[src/hdl/sktbl_pkg.sv]
`default_nettype none

package sktbl_pkg;

  localparam int unsigned CAPACITY   = 16;
  localparam int unsigned NAME_BYTES = 8;

  localparam int unsigned REQ_W  = 3;
  localparam int unsigned KEY_W  = 32;
  localparam int unsigned NAME_W = 56;
  localparam int unsigned VAL_W  = 32;
  localparam int unsigned STAT_W = 2;

  localparam int unsigned CNT_W = $clog2(CAPACITY + 1);
  localparam int unsigned IDX_W = $clog2(CAPACITY);

  // Bytes a stored name keeps.
  localparam int unsigned KEEP_BYTES = (NAME_BYTES - 1 < 7) ? NAME_BYTES - 1 : 7;

  localparam logic [CNT_W-1:0] CNT_ONE = CNT_W'(1);
  localparam logic [CNT_W-1:0] CNT_CAP = CNT_W'(CAPACITY);
  localparam logic [IDX_W-1:0] IDX_ONE = IDX_W'(1);

  typedef enum logic [REQ_W-1:0] {
    REQ_INSERT = 3'd0,
    REQ_UPDATE = 3'd1,
    REQ_DELETE = 3'd2,
    REQ_FIND   = 3'd3,
    REQ_DUMP   = 3'd4
  } req_e;

  typedef enum logic [STAT_W-1:0] {
    STAT_OK       = 2'd0,
    STAT_DUP      = 2'd1,
    STAT_NOTFOUND = 2'd2,
    STAT_FULL     = 2'd3
  } status_e;

  typedef struct packed {
    logic [KEY_W-1:0]  key;
    logic [NAME_W-1:0] name;
    logic [VAL_W-1:0]  value;
  } rec_t;

  // Per-cycle command broadcast to the row of cells.
  typedef struct packed {
    logic ins;
    logic del;
    logic upd;
  } cell_ctl_t;

  typedef struct packed {
    status_e           status;
    logic [KEY_W-1:0]  key;
    logic [NAME_W-1:0] name;
    logic [VAL_W-1:0]  value_before;
    logic [VAL_W-1:0]  value_now;
    logic              last;
  } rsp_t;

  // Keep name bytes up to the first zero byte, at most KEEP_BYTES of them.
  function automatic logic [NAME_W-1:0] clip_name(input logic [NAME_W-1:0] raw);
    logic [NAME_W-1:0] r;
    logic              run;
    r   = '0;
    run = 1'b1;
    for (int i = 0; i < KEEP_BYTES; i++) begin
      if (raw[8*i +: 8] == 8'h00) run = 1'b0;
      if (run) r[8*i +: 8] = raw[8*i +: 8];
    end
    return r;
  endfunction

endpackage

`default_nettype wire

[src/hdl/sktbl_cell.sv]
`default_nettype none

module sktbl_cell (
  input  logic                 clk_i,
  input  sktbl_pkg::cell_ctl_t ctl_i,
  input  sktbl_pkg::rec_t      new_i,
  input  logic                 occ_i,
  input  logic                 prev_lt_i,
  input  sktbl_pkg::rec_t      left_i,
  input  sktbl_pkg::rec_t      right_i,
  output sktbl_pkg::rec_t      rec_o,
  output logic                 lt_o,
  output logic                 hit_o
);

  sktbl_pkg::rec_t rec_q, rec_d;

  assign lt_o  = occ_i && (rec_q.key < new_i.key);
  assign hit_o = occ_i && (rec_q.key == new_i.key);
  assign rec_o = rec_q;

  // Cells at or past the insert point take the new record or their left neighbor;
  // on delete they take their right neighbor, and on update the hit cell takes the new value.
  always_comb begin
    rec_d = rec_q;
    if (ctl_i.ins && !lt_o) begin
      rec_d = prev_lt_i ? new_i : left_i;
    end
    if (ctl_i.del && !lt_o) begin
      rec_d = right_i;
    end
    if (ctl_i.upd && hit_o) begin
      rec_d.value = new_i.value;
    end
  end

  always_ff @(posedge clk_i) begin
    rec_q <= rec_d;
  end

endmodule

`default_nettype wire

[config.mk]
export PLATFORM = sky130hd
export DESIGN_NAME = sktbl_cell
export DESIGN_NICKNAME = d
export VERILOG_FILES = /design/src/hdl/sktbl_pkg.sv /design/src/hdl/sktbl_cell.sv
export SDC_FILE = /design/constraint.sdc
export NUM_CORES = 1
export LEC_CHECK = 0
export ABC_AREA = 1
export BUFFER_PORTS_ARGS = -buffer_cell sky130_fd_sc_hd__buf_4
export CORE_AREA = 2 2 192 194
export DETAILED_ROUTE_END_ITERATION = 8
export DIE_AREA = 0 0 194 196
export REMOVE_ABC_BUFFERS = 1
export SKIP_LAST_GASP = 1
export SLEW_MARGIN = 20
export SYNTH_ARGS = -nofsm -noshare
export SYNTH_HDL_FRONTEND = slang
export SYNTH_SLANG_ARGS = --single-unit
[constraint.sdc]
create_clock -name clk_i -period 12.8 [get_ports clk_i]
set_clock_uncertainty 0.05 [all_clocks]
set_input_delay 2.56 -clock clk_i [delete_from_list [all_inputs] [get_ports clk_i]]
set_output_delay 2.56 -clock clk_i [all_outputs]
set_load 0.05 [all_outputs]
==> results of run 1 <==
area by class of cell:
type | instances | area (sq um) | share of cell area
multi-input combinational | 599 | 3475 | 0.2830
clock buffer | 19 | 432.9 | 0.03526
sequential | 120 | 3603 | 0.2935
clock inverter | 13 | 178.9 | 0.01457
inverter | 81 | 306.5 | 0.02496
timing repair buffer | 492 | 3697 | 0.3011
tap | 468 | 585.6 | 0.04769
synthesized netlist by cell type:
master,count
nand3b_1,1
inv_2,2
a21oi_1,78
a21o_1,1
a21oi_2,21
clkbuf_1,13
inv_1,79
ha_1,32
buf_1,3
o21ai_0,33
nor2_2,1
nor3_1,1
nor3_2,2
mux2i_1,89
edfxtp_1,120
nor2_1,101
nand2_1,167
o21ai_1,1
nor3b_1,1
buf_2,23
buf_6,13
nand3_1,68
nand2_4,2
routing by layer:
layer / share of wire / wire length [um] / track usage / vias up
li1: - / - / - / 3820
met2: 0.50 / 14840 / 0.2586 / 296
met1: 0.42 / 12460 / 0.1877 / 3476
met4: 0.020 / 606 / 0.04910 / 0
met5: 0 / 0 / 0 / -
met3: 0.065 / 1944 / 0.03868 / 30
cells by family after synthesis:
kind of cell / count (synthesis) / synth area share
AOI/OAI and AO/OA: 134 / 0.09782
adders and majority gates: 32 / 0.05208
buffers and inverters: 133 / 0.08138
DFF: 120 / 0.4688
muxes: 89 / 0.1159
and+or+nand+nor: 344 / 0.1841
power groups by stage:
| stage | registers [mW] | logic [mW] | clock network [mW] |
|---|---|---|---|
| 6_report | 0.537 | 0.587 | 0.522 |
| 5_1_grt | 0.543 | 0.629 | 0.553 |
| 4_1_cts | 0.538 | 0.594 | 0.538 |
| 3_5_place_dp | 0.545 | 0.594 | 0 |
| 3_3_place_gp | 0.543 | 0.589 | 0 |
| 2_1_floorplan | 0.742 | 0.145 | 0 |
final timing paths:
| check | start | end | slack [ns] | cells past startpoint |
|---|---|---|---|---|
| setup reg to reg | rec_o[101] | rec_o[5] | 8.75 | 14 |
| hold reg to reg | rec_o[111] | rec_o[9] | 1.47 | 8 |
| setup / recovery | new_i[103] | lt_o | 5.77 | 13 |
| hold / removal | rec_o[111] | rec_o[9] | 1.47 | 8 |
worst reg2reg max path, delay by kind of cell, from the launching register on:
family,cells,cell delay [ns]
AOI/OAI and AO/OA,1,0.11
adders and majority gates,1,0.31
buffers and inverters,2,0.94
DFF,1,0.41
and+or+nand+nor,10,1.95
stage by stage:
stage | hold slack (ns) | utilization | total power, mW | cells
finish | 1.468 | 0.3403 | 1.645 | 1792
global route | 1.602 | 0.3403 | 1.725 | 1792
detailed placement | 1.464 | 0.3233 | 1.139 | 1760
global placement | 1.465 | 0.3233 | 1.133 | 1760
CTS | 1.488 | 0.3403 | 1.669 | 1792
floorplan | 1.563 | - | 0.8872 | 800
==> impl_metrics.tcl, run 1 <==
set metrics [dict create \
    outcome "finished clean" \
    layout.nets 1709 \
    tns_ns 0 \
    slowest_delay_ns 0.40 \
    max_freq_ghz 0.1423 \
    seqPwrFrac 0.326 \
    p_sw_mw 0.6029 \
    clockBufferDepth 2 \
    relSlewSlack 0.3617 \
    startpoint_type "input port" \
    drt-total-wl_um 29850 \
    via_per_inst 4.253 \
    numCtsBuffers 17 \
    path_cells "buf_4, inv_1, ha_1, nand2_1, inv_2, nand3_1, nor3_2, nand2_1, nand2_1, nand2_1, nand2_4, inv_1, buf_4" \
    die_height_um 196 \
    post-synth-top-area-cell "edfxtp_1" \
    drt_iter0_markers 261 \
    postRouteAntennaNets 0 \
    critPathRequiredTime_ns 10.19 \
    dieArea_sq_mm 0.03802 \
    vias 7622 \
    ir_worst_vdd_uv 83.82 \
    ios 488 \
    row_count 70 \
    place_area_sq_mm 0.01167 \
    syn_area_per_cell_sq_um 9.023 \
    core-area_sq_mm 0.03608 \
    grt_pass1_vias 7592 \
    fin_area_sq_mm 0.01228 \
    crit_type "input port to output pin" \
    rsz0062_at_grt "false" \
    cp_num_buf_inv 5 \
    grt_start_max_net_pins 131 \
    finalCritPeriodShare 0.5489 \
    largest_register_ffs 120 \
    holdBufCountCts 0 \
    cpMaxStageDelayCell "nand2_4" \
    hold_viol 0 \
    switching_share 0.3664 \
    p_int_mw 1.042 \
    cts-resized-gates 0 \
    gp_congestion 0.8698 \
    seq_area_frac_synth 0.4688 \
    fill_cells 3741 \
    ys_types 23 \
    clkLatencyLatePin_ns 0.42 \
    setup_viol 0 \
    grt_pass1_wl_um 44130 \
    antenna_cells 0 \
    fin_crit_ns 7.026 \
    cp.arrival_ns 4.42 \
    tightest_slew_ns 0.9540 \
    syn_to_final_growth_pct 59.73 \
    fin_ws_ns 5.774 \
    preCtsSetupSlack_ns 5.724 \
    synth_top_area_frac 0.4688 \
    post_drt_wl_per_cell_um 16.65 \
    htree_levels 4 \
    grt_overflow_total 0 \
    crit_top_cell "nand2_1" \
    mostFrequentLayoutCell "buf_4" \
    clkSlewWorstSetupHoldPaths_ns 0.06 \
    hpwlAfterDp_um 22880 \
    synthCells 852 \
    layout-drive-gt1-share 0.4169 \
    portBuffers 487 \
    post-route-drc-count 0 \
    fp.dieW_um 194 \
    yosys-top-cells-area "edfxtp_1, mux2i_1, nand2_1" \
    synth-seq-cells 120 \
    hold_class "register to register" \
    cp_top_family "simple AND/OR/NAND/NOR gates" \
    final_cell_mix "buf_4, nand2_1, edfxtp_1" \
    leakage_nw 5.970 \
    ys_warn_count 0 \
    dr.pass1.iters 4 \
    cp_max_fo 35 \
    cts.sinks 120 \
    clkPwrFrac 0.317 \
    cts_root_buf "clkbuf_16" \
    start_util 0.2130 \
    slew_viol_final 0 \
    tritoncts "built" \
    p_per_area_mw_per_mm2 134.0 \
    post_cts_buffers 0 \
    netlist_area_sq_mm 0.007687 \
    antenna_found_initial 0 \
    cp-end-kind "output pin" \
    grtUsageTotal 0.1519 \
    cap_violations 0 \
    combPwrFrac 0.357 \
]
No activity file was read; power rests on OpenSTA's default activity.
==> inputs of run 2 (changes only) <==
==> constraint.sdc (replaced) <==
create_clock -name clk_i -period 6.51 [get_ports clk_i]
set_clock_uncertainty 0.05 [all_clocks]
set_input_delay 1.302 -clock clk_i [delete_from_list [all_inputs] [get_ports clk_i]]
set_output_delay 1.302 -clock clk_i [all_outputs]
set_load 0.05 [all_outputs]
==> impl_metrics.tcl, run 2 (same netlist as run 1, synthesis figures left out) <==
set metrics [dict create \
    outcome "finished clean" \
    syn_to_final_growth_pct 60.12 \
    portBuffers 487 \
    tritoncts "built" \
    htree_levels 4 \
    leakage_nw 5.996 \
    whs_path_depth 3 \
    ir_worst_vdd_uv 166.7 \
    layout.nets 1711 \
    post-route-drc-count 0 \
    layout-drive-gt1-share 0.4178 \
    fp.dieW_um 194 \
    cts-resized-gates 0 \
    final_cell_mix "buf_4, nand2_1, edfxtp_1" \
    hold_class "input port to register" \
    drt_iter0_markers 280 \
    preCtsSetupSlack_ns 1.867 \
    grt_pass1_wl_um 43550 \
    max_freq_ghz 0.2222 \
    vias 7573 \
    regToRegStartpoint "rec_o[119]" \
    dieArea_sq_mm 0.03802 \
    postRouteAntennaNets 0 \
    grt_overflow_total 0 \
    clockBufferDepth 2 \
    dr.pass1.iters 4 \
    largest_register_ffs 120 \
    cp-end-kind "output pin" \
    startpoint_type "input port" \
    cp_max_fo 35 \
    grt_start_max_net_pins 111 \
    grtUsageTotal 0.1497 \
    tightest_slew_ns 0.8733 \
    post_drt_wl_per_cell_um 16.59 \
    worstHoldEndpoint "rec_o[12]" \
    cp.arrival_ns 3.15 \
    place_inst 1762 \
    setup_viol 0 \
    holdBufCountCts 0 \
    holdWs_ns 1.115 \
    core-area_sq_mm 0.03608 \
    cap_violations 0 \
    cts_root_buf "clkbuf_16" \
    via_per_inst 4.219 \
    rrSetupSlack_ns 3.00 \
    fin_ws_ns 2.009 \
    ios 488 \
    die_height_um 196 \
    fin_crit_ns 4.501 \
    hp-start "new_i[12]" \
    slew_viol_final 0 \
    clkLatencyLatePin_ns 0.41 \
    rsz0062_at_grt "false" \
    row_count 70 \
    hpwlAfterDp_um 23100 \
    grt_pass1_vias 7572 \
    worst_r2r_endpoint "rec_o[72]" \
    critPathRequiredTime_ns 5.16 \
    clkSlewWorstSetupHoldPaths_ns 0.06 \
    gp_congestion 0.8682 \
    stdcell_count 1795 \
    cts.sinks 120 \
    post_cts_buffers 0 \
    antenna_found_initial 0 \
    drt-total-wl_um 29780 \
    finalCritPeriodShare 0.6915 \
    rr_worst_depth 10 \
    power.total_mw 3.226 \
    start_util 0.2130 \
    numCtsBuffers 17 \
    p_per_area_mw_per_mm2 262.1 \
    mostFrequentLayoutCell "buf_4" \
    hold_viol 0 \
    tns_ns 0 \
    crit_type "input port to output pin" \
    relSlewSlack 0.4157 \
]
==> run 2: routing by layer <==
metal / part of all wire / track usage
met3: 0.059 / 0.03765
met5: 0 / 0
met4: 0.017 / 0.04237
met2: 0.50 / 0.2616
met1: 0.42 / 0.1822
==> run 2: where the power goes <==
| group | leakage (nW) | internal, mW | switching, mW |
|---|---|---|---|
| combinational | 4.53 | 0.401 | 0.755 |
| clock | 0.302 | 0.639 | 0.375 |
| sequential | 1.16 | 1.01 | 0.0450 |
| total | 6.00 | 2.05 | 1.18 |
==> run 2: worst max-delay path, cell delays in order <==
cell     delay (ns)
buf_4          0.08
inv_1          0.05
ha_1           0.29
nand2_1        0.07
nor2_1         0.22
nand2_1        0.14
nor3_2         0.16
nand2_1        0.12
nand2_4        0.42
inv_1          0.08
buf_4          0.21
==> run 2: how the worst max path moves through the flow <==
stage | end | from | cells after the start
after CTS | lt_o | new_i[119] | 11
after global placement | rec_o[53] | new_i[117] | 12
final | lt_o | new_i[119] | 11
after floorplan | rec_o[100] | new_i[111] | 10
after detailed placement | rec_o[53] | new_i[119] | 12
after global routing | lt_o | new_i[119] | 11
==> run 2: stage by stage <==
stage / utilization / cell area (sq um)
finish: 0.3411 / 12310
global route: 0.3411 / 12310
CTS: 0.3411 / 12310
detailed placement: 0.3241 / 11700
global placement: 0.3241 / 11700
floorplan: - / 7366
==> run 2: layout make-up <==
cell class,count,area [sq um]
Clock inverter,13,178.9
Timing Repair Buffer,494,3725
Inverter,81,306.5
Antenna cell,1,2.502
Clock buffer,19,432.9
Tap cell,468,585.6
Multi-Input combinational cell,599,3475
Sequential cell,120,3603
Fill cell,3724,23780
